### config.mk
export PLATFORM = sky130hd
export DESIGN_NAME = bavg_ctrl
export DESIGN_NICKNAME = d
export VERILOG_FILES = /design/src/rtl/bavg_pkg.sv /design/src/rtl/bavg_ctrl.sv
export SDC_FILE = /design/constraint.sdc
export NUM_CORES = 1
export LEC_CHECK = 0
export BUFFER_PORTS_ARGS = -buffer_cell sky130_fd_sc_hd__buf_2
export CAP_MARGIN = 20
export CELL_PAD_IN_SITES_DETAIL_PLACEMENT = 0
export CELL_PAD_IN_SITES_GLOBAL_PLACEMENT = 1
export CORE_UTILIZATION = 36
export CTS_CLUSTER_DIAMETER = 30
export DETAILED_ROUTE_END_ITERATION = 8
export PLACE_DENSITY = 0.8
export SETUP_SLACK_MARGIN = 0.1
export SLEW_MARGIN = 20
export SYNTH_ARGS = -nofsm -noshare
export SYNTH_HDL_FRONTEND = slang
export SYNTH_SLANG_ARGS = --single-unit
### constraint.sdc
create_clock -name clock -period 2.1 [get_ports clock]
set_input_delay 0.525 -clock clock [delete_from_list [all_inputs] [get_ports clock]]
set_output_delay 0.525 -clock clock [all_outputs]
set_load 0.02 [all_outputs]
### src/rtl/bavg_pkg.sv
package bavg_pkg;

   // Sizing
   localparam int MaxOutColumns = 512;
   localparam int PixelBits     = 8;
   localparam int ColAddrWidth  = (MaxOutColumns > 1) ? $clog2(MaxOutColumns) : 1;

   // Fixed field and state widths
   localparam int CfgDataWidth = 13;
   localparam int SizeWidth    = 13;
   localparam int BlockWidth   = 7;
   localparam int PosWidth     = 12;
   localparam int CountWidth   = 6;
   localparam int SumWidth     = 14;
   localparam int IterWidth    = $clog2(SumWidth + 1);

   localparam logic [SizeWidth-1:0]  ImageSizeMax     = 13'd4096;
   localparam logic [BlockWidth-1:0] BlockSizeMax     = 7'd64;
   localparam logic [SizeWidth-1:0]  ImageWidthReset  = 13'd640;
   localparam logic [SizeWidth-1:0]  ImageHeightReset = 13'd480;
   localparam logic [BlockWidth-1:0] BlockWidthReset  = 7'd8;
   localparam logic [BlockWidth-1:0] BlockHeightReset = 7'd8;

   typedef enum logic [1:0] {
      CSR_IMAGE_WIDTH  = 2'd0,
      CSR_IMAGE_HEIGHT = 2'd1,
      CSR_BLOCK_WIDTH  = 2'd2,
      CSR_BLOCK_HEIGHT = 2'd3
   } csr_index_type;

   // Operand pair fed to the shared divider
   typedef enum logic [2:0] {
      DIV_SRC_WIDTH  = 3'd0,
      DIV_SRC_HEIGHT = 3'd1,
      DIV_SRC_HSUM   = 3'd2,
      DIV_SRC_COLUMN = 3'd3,
      DIV_SRC_VSUM   = 3'd4
   } div_src_type;

   typedef struct packed {
      logic        clear;
      logic        take;
      logic        accum;
      logic        div_start;
      div_src_type div_src;
      logic        cfg_start;
      logic        cap_ba;
      logic        cap_bd;
      logic        cap_lim;
      logic        cap_avg;
      logic        cap_x;
      logic        mem_rd;
      logic        mem_wr;
      logic        load_out;
      logic        step;
   } cmd_type;

   typedef struct packed {
      logic clear_last;
      logic cfg_dirty;
      logic blk_done;
      logic div_done;
      logic x_kept;
      logic block_row_end;
      logic out_free;
   } sts_type;

   function automatic logic [SizeWidth-1:0] clamp_size(input logic [SizeWidth-1:0] v);
      logic [SizeWidth-1:0] r;
      if (v == '0) begin
         r = SizeWidth'(1);
      end else if (v > ImageSizeMax) begin
         r = ImageSizeMax;
      end else begin
         r = v;
      end
      return r;
   endfunction

   function automatic logic [BlockWidth-1:0] clamp_block(input logic [BlockWidth-1:0] v);
      logic [BlockWidth-1:0] r;
      if (v == '0) begin
         r = BlockWidth'(1);
      end else if (v > BlockSizeMax) begin
         r = BlockSizeMax;
      end else begin
         r = v;
      end
      return r;
   endfunction

endpackage

### src/rtl/bavg_ctrl.sv
module bavg_ctrl (
   input  logic              clock,
   input  logic              reset,
   input  logic              req_valid,
   output logic              req_stall,
   input  bavg_pkg::sts_type sts,
   output bavg_pkg::cmd_type cmd
);

   typedef enum logic [12:0] {
      S_CLEAR   = 13'b0000000000001,
      S_IDLE    = 13'b0000000000010,
      S_CFG_BA  = 13'b0000000000100,
      S_CFG_BD  = 13'b0000000001000,
      S_CFG_LIM = 13'b0000000010000,
      S_EVAL    = 13'b0000000100000,
      S_DIV_AVG = 13'b0000001000000,
      S_DIV_X   = 13'b0000010000000,
      S_MEM_RD  = 13'b0000100000000,
      S_MEM_WR  = 13'b0001000000000,
      S_DIV_V   = 13'b0010000000000,
      S_OUT     = 13'b0100000000000,
      S_STEP    = 13'b1000000000000
   } state_type;

   state_type state_ff, state_in;

   always_comb begin
      state_in  = state_ff;
      cmd       = '0;
      req_stall = 1'b1;
      unique case (state_ff)
         S_CLEAR: begin
            cmd.clear = 1'b1;
            if (sts.clear_last) begin
               state_in = S_IDLE;
            end
         end
         S_IDLE: begin
            if (sts.cfg_dirty) begin
               cmd.cfg_start = 1'b1;
               cmd.div_start = 1'b1;
               cmd.div_src   = bavg_pkg::DIV_SRC_WIDTH;
               state_in      = S_CFG_BA;
            end else begin
               req_stall = 1'b0;
               if (req_valid) begin
                  cmd.take = 1'b1;
                  state_in = S_EVAL;
               end
            end
         end
         S_CFG_BA: begin
            if (sts.div_done) begin
               cmd.cap_ba    = 1'b1;
               cmd.div_start = 1'b1;
               cmd.div_src   = bavg_pkg::DIV_SRC_HEIGHT;
               state_in      = S_CFG_BD;
            end
         end
         S_CFG_BD: begin
            if (sts.div_done) begin
               cmd.cap_bd = 1'b1;
               state_in   = S_CFG_LIM;
            end
         end
         S_CFG_LIM: begin
            cmd.cap_lim = 1'b1;
            state_in    = S_IDLE;
         end
         S_EVAL: begin
            cmd.accum = 1'b1;
            if (sts.blk_done) begin
               cmd.div_start = 1'b1;
               cmd.div_src   = bavg_pkg::DIV_SRC_HSUM;
               state_in      = S_DIV_AVG;
            end else begin
               state_in = S_STEP;
            end
         end
         S_DIV_AVG: begin
            if (sts.div_done) begin
               cmd.cap_avg   = 1'b1;
               cmd.div_start = 1'b1;
               cmd.div_src   = bavg_pkg::DIV_SRC_COLUMN;
               state_in      = S_DIV_X;
            end
         end
         S_DIV_X: begin
            if (sts.div_done) begin
               cmd.cap_x = 1'b1;
               state_in  = S_MEM_RD;
            end
         end
         S_MEM_RD: begin
            if (sts.x_kept) begin
               cmd.mem_rd = 1'b1;
               state_in   = S_MEM_WR;
            end else begin
               state_in = S_STEP;
            end
         end
         S_MEM_WR: begin
            cmd.mem_wr = 1'b1;
            if (sts.block_row_end) begin
               cmd.div_start = 1'b1;
               cmd.div_src   = bavg_pkg::DIV_SRC_VSUM;
               state_in      = S_DIV_V;
            end else begin
               state_in = S_STEP;
            end
         end
         S_DIV_V: begin
            if (sts.div_done) begin
               state_in = S_OUT;
            end
         end
         S_OUT: begin
            if (sts.out_free) begin
               cmd.load_out = 1'b1;
               state_in     = S_STEP;
            end
         end
         S_STEP: begin
            cmd.step = 1'b1;
            state_in = S_IDLE;
         end
         default: begin
            state_in = S_IDLE;
         end
      endcase
   end

   always_ff @(posedge clock) begin
      if (reset) begin
         state_ff <= S_CLEAR;
      end else begin
         state_ff <= state_in;
      end
   end

endmodule

==> results.json, run 1 <==
{
  "clk_pin_slew_ns": 0.10,
  "grt.overflow.total": 0,
  "peakVddDrop_v": 0.000283,
  "max_slew_margin_pct": 66.0,
  "seqPwrFrac_pct": 34.8,
  "avgRoutedWirePerCell_um": 17.6,
  "p_int_uw": 498,
  "top_regs": "state_ff: 13 flops",
  "power_frac_comb_pct": 42.3,
  "holdCritStartpoint": "sts[5]",
  "die_area_sq_um": 2870,
  "pre_cts_slack_ns": 0.0122,
  "layout_setup_ws_ns": -0.341,
  "row_count": 18,
  "timing.max_cap.violations": 0,
  "tightest_slew_ns": 0.508,
  "antenna_found_initial": 0,
  "min_path_cells": 3,
  "die-height_um": 53.5,
  "design_area_sq_um": 1810,
  "gp_congestion": 0.831,
  "pin_count": 28,
  "hold_violations": 0,
  "syn_area_sq_um": 956,
  "drive_gt1_share_pct": 59.9,
  "synthArstFlopShare_pct": 0,
  "wl_mm": 3.90,
  "final-max-slew-violation-count": 0,
  "critPathLaunchType": "register",
  "cts.sinks": 13,
  "critPathMaxFanout": 4,
  "period_share_pct": 116,
  "drtIter0Drc": 42,
  "dr.pass1.iters": 4,
  "p_leak_nw": 0.830,
  "slowest_stage": "dfxtp_4",
  "path_class": "register to output pin",
  "multi_input_area_sq_um": 821,
  "seqCellArea_sq_um": 279,
  "drc": 0,
  "grt_max_degree": 15,
  "status": "complete, but fails checks",
  "cp.arrival_ns": 1.92,
  "p_clk_share_pct": 22.9,
  "slowest_delay_ns": 0.37,
  "nFillCells": 186,
  "ant_nets": 0,
  "synth.largest_area_cell": "dfxtp_1",
  "syn_avg_cell_area_sq_um": 7.90,
  "port_buffers": 27,
  "synth_ff_type": "dfxtp_1",
  "ys_seq_elements": 13,
  "cts_tree": "built",
  "dpl.hpwl_mm": 2.35,
  "rsz0062_at_grt": "yes",
  "crit-reg2reg-launch": "state_ff[0]",
  "required_ns": 1.57,
  "regMostFlops": "state_ff",
  "synth_nets": 131,
  "start_util_pct": 38.2,
  "ys_warn_count": 0,
  "yosysSeqAreaShare_pct": 27.2,
  "largest_register_ffs": 13,
  "rr_worst_depth": 15,
  "p_sw_uw": 252,
  "power_density_nw_per_um2": 415,
  "switching_share_pct": 33.5,
  "synth_area_leaders": "dfxtp_1 (27%), nor2_1 (6.3%), nor4_4 (4.5%), nor3_1 (4.2%), inv_1 (3.9%)",
  "grt_pass1_wl_mm": 5.72,
  "crit_chain": "nor4_4 -> nand3_2 -> buf_6 -> nor3_4 -> nand3b_1 -> nor2_1 -> buf_4",
  "vias_per_cell": 5.83,
  "synth-edff-count": 0,
  "placed_area_sq_um": 1260,
  "num_antenna_cells": 0,
  "setup.worst_path.end_class": "output pin",
  "ctsHtreeMaxLevel": 1,
  "coreArea_sq_um": 2500,
  "worstHoldEndpoint": "state_ff[2]",
  "yosys.area.top_type_share_pct": 27.2,
  "yosys-top-cells-count": "nor2_1 (16), dfxtp_1 (13), inv_1 (10), nand2_1 (9), nor3_1 (8)",
  "violations": "negative setup slack",
  "r2r_end": "state_ff[7]",
  "num_vias": 1294,
  "fp.dieW_um": 53.5,
  "synthCells": 121,
  "post-route-min-period_ns": 2.44,
  "timing.hold.ws_ns": 0.539,
  "fmax_ghz": 0.410,
  "clock_latency_ns": 0.29,
  "layout.nets": 203,
  "cts-root-buf": "clkbuf_4",
  "numCtsBuffers": 3,
  "skew_ns": 0.0112,
  "area_growth_pct": 89.3,
  "rrSetupSlack_ns": -0.15,
  "synth.distinct_cells": 42,
  "setup_viol": 23,
  "min_path_type": "primary input to register",
  "grt_usage_pct": 28.5,
  "grt_pass1_vias": 1234,
  "synth_most_common_cell": "nor2_1",
  "cts.path.max_buffers": 2
}
[layout make-up]
class	count	share of cell area, %
clock buffer	4	1.45
inverter	10	2.21
multi-input combinational	94	45.4
sequential	13	15.4
tap	30	2.07
timing repair buffer	71	33.5
[critical path: cells and delay by family, from the launching register on]
family                 cells  cell delay, ns
and+or+nand+nor            5            0.94
DFF                        1            0.37
buffers and inverters      2            0.31
[power by group through the flow]
stage	sequential, mW	combinational (mW)	clock [mW]
finish	0.261	0.317	0.172
global route	0.262	0.333	0.181
detailed placement	0.269	0.164	0
floorplan	0.270	0.0970	0
global placement	0.269	0.163	0
CTS	0.262	0.241	0.173
[what timing repair did]
action | in CTS | in global routing
gates resized for setup | 47 | 44
setup endpoints to repair | 18 | 30
pin swaps | 16 | 24
setup buffers | 22 | 9
hold buffers | 0 | 0
[placed cells by master (no fill, tap or decap), types with 3 or more instances in the layout]
cell       instances
buf_2             10
buf_4             35
buf_6             26
clkbuf_4           3
dfxtp_1            6
dfxtp_2            3
dfxtp_4            4
inv_1              7
nand2_1            6
nand3_4            3
nand4_1            5
nand4b_1           3
nor2_1            11
nor2_4             3
nor3_1             6
nor3_4             3
o21ai_0            3
o2bb2ai_1          3
xor2_1             3
[logic make-up after synthesis]
logic type / after synthesis / synth area share, %
buffers and inverters: 14 / 5.76
AOI/OAI and AO/OA: 24 / 21.1
DFF: 13 / 27.2
and+or+nand+nor: 67 / 43.2
xor gates and xnor gates: 3 / 2.75
[worst max-delay path by stage]
stage | startpoint | endpoint | slack (ns)
global placement | state_ff[0] | cmd[13] | 0.07
CTS | state_ff[7] | cmd[13] | -0.23
floorplan | state_ff[6] | cmd[15] | -0.02
global route | state_ff[0] | cmd[4] | -0.42
detailed placement | state_ff[0] | cmd[13] | 0.01
finish | state_ff[0] | cmd[4] | -0.34
[per-layer routing]
metal  track usage (%)  wire length (um)  vias to the layer above
met2              50.6              1950                       66
li1                  -                 -                      593
met1              32.5              1600                      621
met5                 0                 0                        -
met4              15.4                93                        0
met3              4.24               259                       14
[per-stage QoR]
step / utilization [%] / setup TNS [ns] / total power [mW] / std cells
floorplan: - / -0.0299 / 0.367 / 121
global placement: 50.4 / 0 / 0.432 / 191
detailed placement: 50.4 / 0 / 0.433 / 191
CTS: 64.2 / -2.85 / 0.676 / 217
global route: 72.4 / -5.27 / 0.776 / 222
finish: 72.4 / -3.99 / 0.750 / 222
No activity file was read; power rests on OpenSTA's default activity.
==> run 2: changes to the inputs <==
Settings changed: SETUP_SLACK_MARGIN 0.1 to 0.2.
==> results.json, run 2 (same netlist as run 1, synthesis figures left out) <==
{
  "status": "complete, but fails checks",
  "violations": "negative setup slack",
  "path_class": "register to output pin",
  "drtIter0Drc": 41,
  "largest_register_ffs": 13,
  "numCtsBuffers": 3,
  "final_cell_mix": "buf_4 (36), buf_6 (19), nor2_1 (11)",
  "grt_pass1_vias": 1165,
  "timing.max_cap.violations": 0,
  "row_count": 18,
  "cts-root-buf": "clkbuf_4",
  "crit-reg2reg-launch": "state_ff[1]",
  "rsz0062_at_grt": "yes",
  "clock_latency_ns": 0.29,
  "cp.arrival_ns": 1.84,
  "vias_per_cell": 5.74,
  "final-max-slew-violation-count": 0,
  "rrSetupSlack_ns": 0.01,
  "dpl.hpwl_mm": 2.40,
  "cts_tree": "built",
  "drc": 0,
  "mostFrequentLayoutCell": "buf_4",
  "avgRoutedWirePerCell_um": 16.3,
  "p_leak_nw": 0.791,
  "required_ns": 1.57,
  "nFillCells": 208,
  "worstHoldEndpoint": "state_ff[6]",
  "port_buffers": 27,
  "dr.pass1.iters": 4,
  "grt_pass1_wl_mm": 5.46,
  "drive_gt1_share_pct": 60.5,
  "area_growth_pct": 84.3,
  "regMostFlops": "state_ff",
  "grt_max_degree": 15,
  "max_slew_margin_pct": 70.6,
  "die-height_um": 53.5,
  "min_path_type": "primary input to register",
  "post-route-min-period_ns": 2.36,
  "gp_congestion": 0.854,
  "tightest_slew_ns": 0.438,
  "grt.overflow.total": 0,
  "power_density_nw_per_um2": 399,
  "layout.nets": 196,
  "placed_area_sq_um": 1340,
  "cts.sinks": 13,
  "period_share_pct": 112,
  "skew_ns": 0.00393,
  "wl_mm": 3.51,
  "multi_input_area_sq_um": 861,
  "ctsHtreeMaxLevel": 1,
  "num_vias": 1234,
  "r2r_end": "state_ff[12]",
  "seqCellArea_sq_um": 267,
  "design_area_sq_um": 1760,
  "min_path_cells": 3,
  "setup_tns_ns": -3.01,
  "top_regs": "state_ff: 13 flops",
  "fp.dieW_um": 53.5,
  "antenna_found_initial": 0,
  "holdBufCountCts": 0,
  "fmax_ghz": 0.424,
  "clk_pin_slew_ns": 0.10,
  "setup.worst_path.end_class": "output pin",
  "layout_setup_ws_ns": -0.261,
  "pin_count": 28,
  "start_util_pct": 38.2,
  "rr_worst_depth": 10,
  "critPathMaxFanout": 4,
  "setup_viol": 18,
  "coreArea_sq_um": 2500,
  "cts.path.max_buffers": 2,
  "ant_nets": 0,
  "die_area_sq_um": 2870,
  "num_antenna_cells": 0,
  "holdCritStartpoint": "sts[4]",
  "hold_violations": 0,
  "critPathLaunchType": "register",
  "peakVddDrop_v": 0.000335,
  "grt_usage_pct": 26.8
}
[run 2: layout make-up]
class	count	share of cell area, %
clock buffers	3	1.28
clock inverters	1	0.284
inverters	10	2.27
multi-input cells	94	48.9
flip-flops and latches	13	15.1
well taps	30	2.13
repair buffers	64	30.0
[run 2: timing repair]
action / in CTS / in global routing
pin swaps: 22 / 14
buffers inserted: 11 / 5
endpoints found under the setup margin: 20 / 30
gates resized for setup: 49 / 25
[run 2: how the worst max path moves through the flow]
stage	from	endpoint
after floorplan	state_ff[3]	cmd[13]
after global placement	state_ff[4]	cmd[15]
after detailed placement	state_ff[4]	cmd[15]
after CTS	state_ff[1]	cmd[13]
after global routing	state_ff[1]	cmd[13]
final	state_ff[1]	cmd[13]
[run 2: critical path, cell delays in order (launching register included)]
cell      delay (ns)
dfxtp_2         0.35
nor4_4          0.32
nand3_2         0.17
and4bb_4        0.40
a21oi_4         0.07
nand4_1         0.10
buf_4           0.15
[run 2: routing by layer]
layer  track usage, %  part of all wire (%)  vias up
li1                 -                     -      582
met1             33.2                    44      593
met2             46.9                    48       55
met3             5.93                   6.4        4
met4             6.14                   1.2        0
met5                0                     0        -
[run 2: stage by stage]
stage | power, mW | setup WS (ns) | hold slack, ns | instances | utilization, %
2_1_floorplan | 0.372 | 0.00888 | 0.513 | 121 | -
4_1_cts | 0.660 | -0.247 | 0.511 | 210 | 64.3
5_1_grt | 0.730 | -0.362 | 0.517 | 215 | 70.5
3_3_place_gp | 0.448 | 0.0355 | 0.602 | 195 | 53.5
3_5_place_dp | 0.451 | -0.0322 | 0.611 | 195 | 53.5
6_report | 0.702 | -0.261 | 0.522 | 215 | 70.5
[run 2: where the power goes]
part           switching, mW  internal, mW
registers            0.00995         0.254
logic                  0.132         0.134
clock network          0.101        0.0708
==> run 3: changes to the inputs <==
Settings changed: CORE_UTILIZATION 36 to 38, CTS_BUF_LIST from default to sky130_fd_sc_hd__clkbuf_8, PLACE_DENSITY 0.8 to 0.83.
==> results.json, run 3 (same netlist as run 1, synthesis figures left out) <==
{
  "cp.arrival_ns": 1.90,
  "fp.dieW_um": 52.2,
  "status": "complete, but fails checks",
  "fin_util_pct": 77.9,
  "clk_pin_slew_ns": 0.07,
  "numCtsBuffers": 3,
  "gp_congestion": 0.904,
  "crit_end": "cmd[13]",
  "max_slew_margin_pct": 74.2,
  "path_class": "register to output pin",
  "grt_pass1_wl_mm": 5.58,
  "rsz0062_at_grt": "yes",
  "nFillCells": 143,
  "grt_max_degree": 15,
  "wl_mm": 4.13,
  "cts.sinks": 13,
  "crit_start": "state_ff[0]",
  "drc": 0,
  "largest_register_ffs": 13,
  "violations": "negative setup slack",
  "clock_latency_ns": 0.26,
  "mostFrequentLayoutCell": "buf_4",
  "required_ns": 1.57,
  "pin_count": 28,
  "num_antenna_cells": 0,
  "critPathMaxFanout": 3,
  "final_cell_mix": "buf_4 (36), buf_6 (20), nor2_1 (11)",
  "setup_viol": 21,
  "ant_nets": 0,
  "post-route-min-period_ns": 2.42,
  "dr.pass1.iters": 4,
  "die-height_um": 52.2,
  "layout_setup_ws_ns": -0.322,
  "min_path_type": "primary input to register",
  "antenna_found_initial": 0,
  "skew_ns": 0.00810,
  "period_share_pct": 115,
  "setup.worst_path.end_class": "output pin",
  "rrSetupSlack_ns": -0.05,
  "grt_pass1_vias": 1148,
  "final-max-slew-violation-count": 0,
  "placed_area_sq_um": 1350,
  "grt_usage_pct": 28.7,
  "critPathLaunchType": "register",
  "avgRoutedWirePerCell_um": 19.3,
  "crit-reg2reg-launch": "state_ff[0]",
  "grt.overflow.total": 0,
  "tightest_slew_ns": 0.384,
  "cts-root-buf": "clkbuf_8",
  "fmax_ghz": 0.413,
  "power_density_nw_per_um2": 432,
  "setup_tns_ns": -2.97,
  "die_area_sq_um": 2720,
  "dpl.cell_count": 195,
  "ctsHtreeMaxLevel": 1,
  "vias_per_cell": 6.02,
  "dpl.hpwl_mm": 2.44,
  "drtIter0Drc": 48,
  "num_vias": 1289,
  "layout.nets": 197,
  "coreArea_sq_um": 2300,
  "drive_gt1_share_pct": 61.3,
  "finalNonFillerCells": 214,
  "p_leak_nw": 0.799,
  "port_buffers": 27,
  "peakVddDrop_v": 0.000441,
  "hold_violations": 0,
  "rr_worst_depth": 9,
  "top_regs": "state_ff: 13 flops",
  "row_count": 17,
  "pre_cts_slack_ns": 0.0237,
  "cts.path.max_buffers": 2,
  "area_growth_pct": 87.3,
  "start_util_pct": 41.6,
  "cts_tree": "built",
  "regMostFlops": "state_ff",
  "design_area_sq_um": 1790,
  "timing.max_cap.violations": 0,
  "r2r_end": "state_ff[1]"
}
==> run 3: cell count changes in the layout (fill, tap and decap cells not counted), moves of 2 or more <==
cell      before  now
dfxtp_2        5    3
dfxtp_4        0    3
o21ai_1        0    2
o21ai_0        3    1
clkbuf_8       0    3
clkbuf_4       3    0
nor3_2         1    3
==> run 3: layer usage <==
metal	vias up	global-route usage (%)	share of wire, %
met5	-	0	0
met4	0	11.4	2.7
met3	16	4.39	9.9
met2	83	47.2	49
met1	610	37.2	38
li1	580	-	-
==> run 3: cell type report <==
type                            instances  area [sq um]  area share (%)
Inverter                               10          40.0            2.24
Sequential cell                        13           275            15.4
Timing Repair Buffer                   65           541            30.2
Tap cell                               28          35.0            1.96
Clock inverter                          1          5.00           0.280
Multi-Input combinational cell         94           853            47.7
Clock buffer                            3          41.3            2.31
==> run 3: worst min-delay path by stage <==
| stage | depth (start not counted) | start | endpoint | slack (ns) |
|---|---|---|---|---|
| 2_1_floorplan | 2 | state_ff[3] | state_ff[3] | 0.51 |
| 3_3_place_gp | 2 | state_ff[10] | state_ff[10] | 0.60 |
| 3_5_place_dp | 2 | state_ff[10] | state_ff[10] | 0.61 |
| 4_1_cts | 3 | sts[4] | state_ff[6] | 0.57 |
| 5_1_grt | 3 | sts[4] | state_ff[6] | 0.60 |
| 6_report | 3 | sts[1] | state_ff[10] | 0.58 |
==> run 3: per-stage QoR <==
step                hold WS [ns]  power (mW)
floorplan                  0.513       0.372
global placement           0.598       0.444
detailed placement         0.609       0.445
CTS                        0.566       0.722
global route               0.596       0.801
finish                     0.584       0.773
==> run 3: critical path, stage by stage, from the launching register on <==
cell and delay, ns:
dfxtp_4 0.36, nor4_4 0.36, buf_4 0.18, nand4b_1 0.24
nor2_4 0.17, nand2_2 0.09, nand4_1 0.10, buf_4 0.15
==> run 3: power by group <==
group / total (mW) / internal [mW] / leakage [nW] / switching (mW)
Combinational: 0.268 / 0.132 / 0.665 / 0.136
Sequential: 0.266 / 0.254 / 0.109 / 0.0115
Clock: 0.239 / 0.132 / 0.0255 / 0.107
==> run 3: repair_timing <==
action | in CTS | in global routing
setup buffers | 6 | 9
endpoints found under the hold margin | 0 | 0
gates resized for setup | 59 | 20
endpoints found under the setup margin | 21 | 30
pin swaps | 18 | 13
hold buffers | 0 | 0
